===== config.mk =====
export PLATFORM = sky130hd
export DESIGN_NAME = lpm_cell
export DESIGN_NICKNAME = d
export VERILOG_FILES = /design/src/sv/ipv4_longest_prefix_match_assert.svh /design/src/sv/lpm_pkg.sv /design/src/sv/lpm_cell.sv
export SDC_FILE = /design/constraint.sdc
export NUM_CORES = 1
export LEC_CHECK = 0
export ABC_AREA = 1
export BUFFER_PORTS_ARGS = -buffer_cell sky130_fd_sc_hd__buf_2
export CORE_AREA = 2 2 126 91
export CTS_BUF_LIST = sky130_fd_sc_hd__clkbuf_8
export CTS_CLUSTER_SIZE = 10
export DETAILED_ROUTE_END_ITERATION = 6
export DIE_AREA = 0 0 128 93
export GPL_TIMING_DRIVEN = 0
export PLACE_DENSITY = 0.84
export SYNTH_ARGS = -nofsm -noshare
export SYNTH_HDL_FRONTEND = slang
export SYNTH_SLANG_ARGS = --single-unit

===== constraint.sdc =====
create_clock -name clk -period 3.6 [get_ports clk]
set_input_delay 0.54 -clock clk [delete_from_list [all_inputs] [get_ports clk]]
set_output_delay 0.54 -clock clk [all_outputs]
set_load 0.05 [all_outputs]

===== src/sv/ipv4_longest_prefix_match_assert.svh =====
// assertion macros for the prefix match block
`ifndef IPV4_LONGEST_PREFIX_MATCH_ASSERT_SVH
`define IPV4_LONGEST_PREFIX_MATCH_ASSERT_SVH

// same-cycle implication, checked on every clock edge outside reset
`define LPM_ASSERT_NOW(lbl, ante, cons) \
	lbl: assert property (@(posedge clk) disable iff (!arst_n) (ante) |-> (cons)) \
		else $error("prefix match check failed");

// next-cycle implication
`define LPM_ASSERT_NEXT(lbl, ante, cons) \
	lbl: assert property (@(posedge clk) disable iff (!arst_n) (ante) |=> (cons)) \
		else $error("prefix match check failed");

`endif


===== src/sv/lpm_pkg.sv =====
package lpm_pkg;

	localparam int PORT_W     = 8;
	localparam int IN_ADDR_W  = 32;
	localparam int IN_LEN_W   = 6;

	localparam logic MODE_LOOKUP = 1'b0;
	localparam logic MODE_INSERT = 1'b1;

	localparam logic STATUS_OK   = 1'b0;
	localparam logic STATUS_FULL = 1'b1;

	// flags carried along the cell chain with each transaction
	typedef struct packed {
		logic mode;
		logic found;
		logic dup;
		logic have_free;
	} lpm_ctl_t;

endpackage


===== src/sv/lpm_cell.sv =====
module lpm_cell #(
	parameter int ADDRESS_BITS = 32,
	parameter int LEN_W        = 6,
	parameter int IDX_W        = 6,
	parameter int CELL_INDEX   = 0
) (
	input  logic                      clk,
	input  logic                      arst_n,
	input  logic                      adv,
	input  logic                      tok_v,
	input  lpm_pkg::lpm_ctl_t         tok_ctl,
	input  logic [ADDRESS_BITS-1:0]   tok_addr,
	input  logic [LEN_W-1:0]          tok_len,
	input  logic [lpm_pkg::PORT_W-1:0] tok_port,
	input  logic [LEN_W-1:0]          tok_best_len,
	input  logic [lpm_pkg::PORT_W-1:0] tok_best_port,
	input  logic [IDX_W-1:0]          tok_free_idx,
	output logic                      nxt_v,
	output lpm_pkg::lpm_ctl_t         nxt_ctl,
	output logic [ADDRESS_BITS-1:0]   nxt_addr,
	output logic [LEN_W-1:0]          nxt_len,
	output logic [lpm_pkg::PORT_W-1:0] nxt_port,
	output logic [LEN_W-1:0]          nxt_best_len,
	output logic [lpm_pkg::PORT_W-1:0] nxt_best_port,
	output logic [IDX_W-1:0]          nxt_free_idx,
	input  logic                      wr_en,
	input  logic [IDX_W-1:0]          wr_idx,
	input  logic [ADDRESS_BITS-1:0]   wr_prefix,
	input  logic [LEN_W-1:0]          wr_len,
	input  logic [lpm_pkg::PORT_W-1:0] wr_port
);
	import lpm_pkg::*;

	logic                    valid_q;
	logic [ADDRESS_BITS-1:0] prefix_q;
	logic [LEN_W-1:0]        len_q;
	logic [PORT_W-1:0]       port_q;

	logic [ADDRESS_BITS-1:0] entry_mask;
	logic                    hit;
	logic                    same;
	logic                    wr_here;
	lpm_ctl_t                ctl_d;
	logic [LEN_W-1:0]        best_len_d;
	logic [PORT_W-1:0]       best_port_d;
	logic [IDX_W-1:0]        free_idx_d;

	logic                    v_s1;
	lpm_ctl_t                ctl_s1;
	logic [ADDRESS_BITS-1:0] addr_s1;
	logic [LEN_W-1:0]        len_s1;
	logic [PORT_W-1:0]       port_s1;
	logic [LEN_W-1:0]        best_len_s1;
	logic [PORT_W-1:0]       best_port_s1;
	logic [IDX_W-1:0]        free_idx_s1;

	// stored prefix is already masked, so only the lookup address needs masking
	assign entry_mask = ~({ADDRESS_BITS{1'b1}} >> len_q);
	assign hit        = valid_q && ((tok_addr & entry_mask) == prefix_q);
	assign same       = valid_q && (len_q == tok_len) && (prefix_q == tok_addr);
	assign wr_here    = wr_en && (wr_idx == IDX_W'(CELL_INDEX));

	always_comb begin
		ctl_d       = tok_ctl;
		best_len_d  = tok_best_len;
		best_port_d = tok_best_port;
		free_idx_d  = tok_free_idx;
		if (tok_ctl.mode == MODE_INSERT) begin
			if (same) begin
				ctl_d.dup = 1'b1;
			end
			if (!valid_q && !tok_ctl.have_free) begin
				ctl_d.have_free = 1'b1;
				free_idx_d      = IDX_W'(CELL_INDEX);
			end
		end else if (hit && (!tok_ctl.found || (len_q > tok_best_len))) begin
			ctl_d.found = 1'b1;
			best_len_d  = len_q;
			best_port_d = port_q;
		end
	end

	always_ff @(posedge clk or negedge arst_n) begin
		if (!arst_n) begin
			valid_q <= 1'b0;
			v_s1    <= 1'b0;
		end else begin
			if (wr_here) begin
				valid_q <= 1'b1;
			end
			if (adv) begin
				v_s1 <= tok_v;
			end
		end
	end

	always_ff @(posedge clk) begin
		if (wr_here) begin
			prefix_q <= wr_prefix;
			len_q    <= wr_len;
			port_q   <= wr_port;
		end else if (adv && tok_v && (tok_ctl.mode == MODE_INSERT) && same) begin
			port_q <= tok_port;
		end
		if (adv) begin
			ctl_s1       <= ctl_d;
			addr_s1      <= tok_addr;
			len_s1       <= tok_len;
			port_s1      <= tok_port;
			best_len_s1  <= best_len_d;
			best_port_s1 <= best_port_d;
			free_idx_s1  <= free_idx_d;
		end
	end

	assign nxt_v         = v_s1;
	assign nxt_ctl       = ctl_s1;
	assign nxt_addr      = addr_s1;
	assign nxt_len       = len_s1;
	assign nxt_port      = port_s1;
	assign nxt_best_len  = best_len_s1;
	assign nxt_best_port = best_port_s1;
	assign nxt_free_idx  = free_idx_s1;

endmodule


==> run metrics <==
clock network power share=39.3%; layout cells sized above 1=around 30%; final WL=around 17000 um; gp weighted congestion=roughly 0.93; synth top area cells=edfxtp_1, nand2_1, inv_1; total number of vias=5253; IO Pins=198; crit-path max FO=10; placed cell count=960; Adder-Cell Fraction of Synth Area=around 1.3%; CP Cell Sequence=ha_1 -> nand2_1 -> nor2_1 -> o21ai_0 -> o211ai_1 -> nand2_1 -> a21oi_1 -> nand4_4 -> buf_6 -> nand2_1 -> nand2_1; clk root buf=clkbuf_8; xor and xnor fraction of the mapped netlist area=1.49%; RR Startpoint=len_q[5]$_DFFE_PP_; Chip Height=slightly above 90 um; crit-path most repeated cell=nand2_1; Hold EP=prefix_q[16]$_DFFE_PP_; Static Leak=~0.0036 uW; Layout Utilization=between 70 and 80%; combinational family with the most area after synthesis=simple AND/OR/NAND/NOR gates; Pre-antenna DRT Iters=5; M2 GR Usage=between 40% and 50%; Die Area=0.0119 mm^2; mux contribution to synthesized area=0%; latest clock arrival within the worst-skew pair=around 440 ps; Slew headroom=a little under two fifths; crit path capture type=flop; CTS tree=built; post-synthesis simple-gate area fraction=between 20 and 30%; postcts setup bufs=0; gr usage total=29.8%; Final nets=about 980; average wire per standard cell=roughly 18 um; sequential power share=46.2%; global route overflow=0; # rows=32; CORE AREA=roughly 0.011 mm^2; ys async rst share=1.69%; max-slew violation count=0; Post-CTS Hold Buffers=1; Fin. Hold Viols=0; # clock sinks=118; Seq cells post-synth=118; Synth area leader=edfxtp_1; R2R Path End=nxt_best_len[3]$_DFFE_PP_; post-synthesis area per instance=around 9.4 um^2; final critical-path required period=2850 ps; Post-synth EDFFs=116; Max Buffers Root-to-Sink=2; Worst VDD drop=between 0.3 and 0.4 mV; Reg clk slew, reported paths=80 ps; Worst path max stage delay=560 ps; status=completed; Worst-Margin Slew=roughly 940 ps; Pint=2540 uW; pre-CTS WS=789 ps; yosys warns=0; DP Wirelength=approximately 13000 um; Synth cell types=40; sw frac=27.3%; Worst EP required=about 3800 ps; Psw=between 900 and 1000 uW; Fin Setup TNS=0 ps; Diodes inserted=0; # DRC=0; final worst path period share=between 70 and 80%; Synth Flop Type=edfxtp_1; Die X=approximately 130 um; P per Cell Area=463 mW/mm^2; initial antenna violation count=0; Final Non-Filler Cells=~1000; Antenna Nets Post-Route=0; vias per cell=roughly 5.3; total CTS buffers=17; Fmax=0.351 GHz; CTS H-Tree Depth=4; WS Path Type=reg -> reg; routing usage on met1=about 45%; most common cell in the netlist=nand2_1; synth cell count leaders=nand2_1, edfxtp_1, inv_1, nor2_1, nand3_1; slowest CP cell=edfxtp_1; most used routing layer=met1; number of global-route vias before repair=between 4000 and 5000; post-synth top area share=about three fifths; syn nets=roughly 760; setup slack, reg-to-reg=750 ps; final worst setup slack=around 750 ps; largest net degree at the start of global routing=73; Synth Area in Compound Gates=2.17%; synthesized area=0.00589 mm^2; fraction of power consumed by combinational cells=14.6%; hold depth=1; GR Layer Usage met3=between 7 and 8%; final setup violation count=0; area delta synth->final=27.9%; data arrival time of the critical path=between 3000 and 4000 ps; first-pass GRT wire length=about 26000 um; cells after synthesis=~630; initial core utilization=between 50 and 60%; number of gates resized after CTS=0; Seq/Total Area, Yosys=between 60% and 70%; hold wc startpoint=wr_prefix[16]; IO Port Bufs=between 150 and 200; Layout Skew=12.2 ps; Hold Crit Class=in -> reg; Initial DRC Count=492; RSZ-0062 raised after global routing=false; number of max-cap violations=0; R2R depth=11; crit path launch type=flop
[power groups by stage]
stage                     Sequential, uW  Combinational [uW]  Clock (uW)
after detailed placement            1640                 505           0
after global routing                1620                 539        1440
after floorplan                     1870                87.7           0
final                               1610                 508        1370
after CTS                           1610                 508        1380
after global placement              1640                 496           0
[kinds of logic after synthesis]
kind of cell / count (synthesis)
and+or+nand+nor: 384
DFF: 118
buffers and inverters: 87
AOI/OAI and AO/OA: 21
xor gates and xnor gates: 10
adders and majority gates: 6
[cells in the final DEF, fill, tap and decap left out, drive strengths merged, types with 6 or more instances in the layout]
cell    netlist  layout
nor2         79      79
clkinv        2       7
buf          11     209
nand4        26      26
nand2       223     223
o21ai         7       7
clkbuf        2      19
xnor2         9       9
inv          72      74
nor4          6       6
nand3        36      36
edfxtp      116     116
ha            6       6
[critical path, delay by kind of cell (launching register included)]
kind                       cells  cell delay, ps
and+or+nand+nor                6             690
adders and majority gates      1             370
DFF                            1             560
AOI/OAI and AO/OA              3             750
buffers and inverters          1             210
[state kept, by name, indices dropped and copies added (netlist names)]
signal	cells
nxt_len	6
nxt_best_port	8
port_q	8
nxt_port	8
nxt_v	1
len_q	6
prefix_q	32
nxt_addr	32
valid_q	1
nxt_ctl	4
nxt_free_idx	6
nxt_best_len	6
[area by class of cell]
| type | count | area (um^2) |
|---|---|---|
| clock buffer | 17 | 234 |
| buffer | 13 | 106 |
| tap | 136 | 170 |
| inverter | 74 | 278 |
| clock inverter | 15 | 210 |
| sequential | 118 | 3530 |
| fill | 825 | 3200 |
| timing repair buffer | 199 | 1030 |
| multi-input combinational | 421 | 1970 |
[per-layer routing]
layer,share of wire [%],routed length (um),vias to the layer above
met1,45,7910,2424
li1,-,-,2518
met3,9.9,1730,20
met4,1.3,235,0
met2,43,7580,291
met5,0,0,-
[how the worst max path moves through the flow]
stage	start	to	slack (ps)	cells past startpoint
after CTS	len_q[5]$_DFFE_PP_	nxt_best_port[6]$_DFFE_PP_	800	11
final	len_q[5]$_DFFE_PP_	nxt_best_len[3]$_DFFE_PP_	750	11
after floorplan	wr_idx[1]	len_q[0]$_DFFE_PP_	1010	3
after global routing	len_q[5]$_DFFE_PP_	nxt_best_len[1]$_DFFE_PP_	580	10
after global placement	wr_idx[1]	prefix_q[4]$_DFFE_PP_	360	4
after detailed placement	tok_best_len[5]	nxt_best_port[6]$_DFFE_PP_	790	13
[stage by stage]
| stage | hold WS [ps] | total power, uW | cell area [um^2] |
|---|---|---|---|
| after global placement | 335 | 2130 | 7040 |
| after detailed placement | 337 | 2140 | 7070 |
| after CTS | 262 | 3500 | 7530 |
| after global routing | 254 | 3590 | 7530 |
| after floorplan | 244 | 1960 | 5890 |
| final | 270 | 3490 | 7530 |
Power figures use the tool's default switching activity.
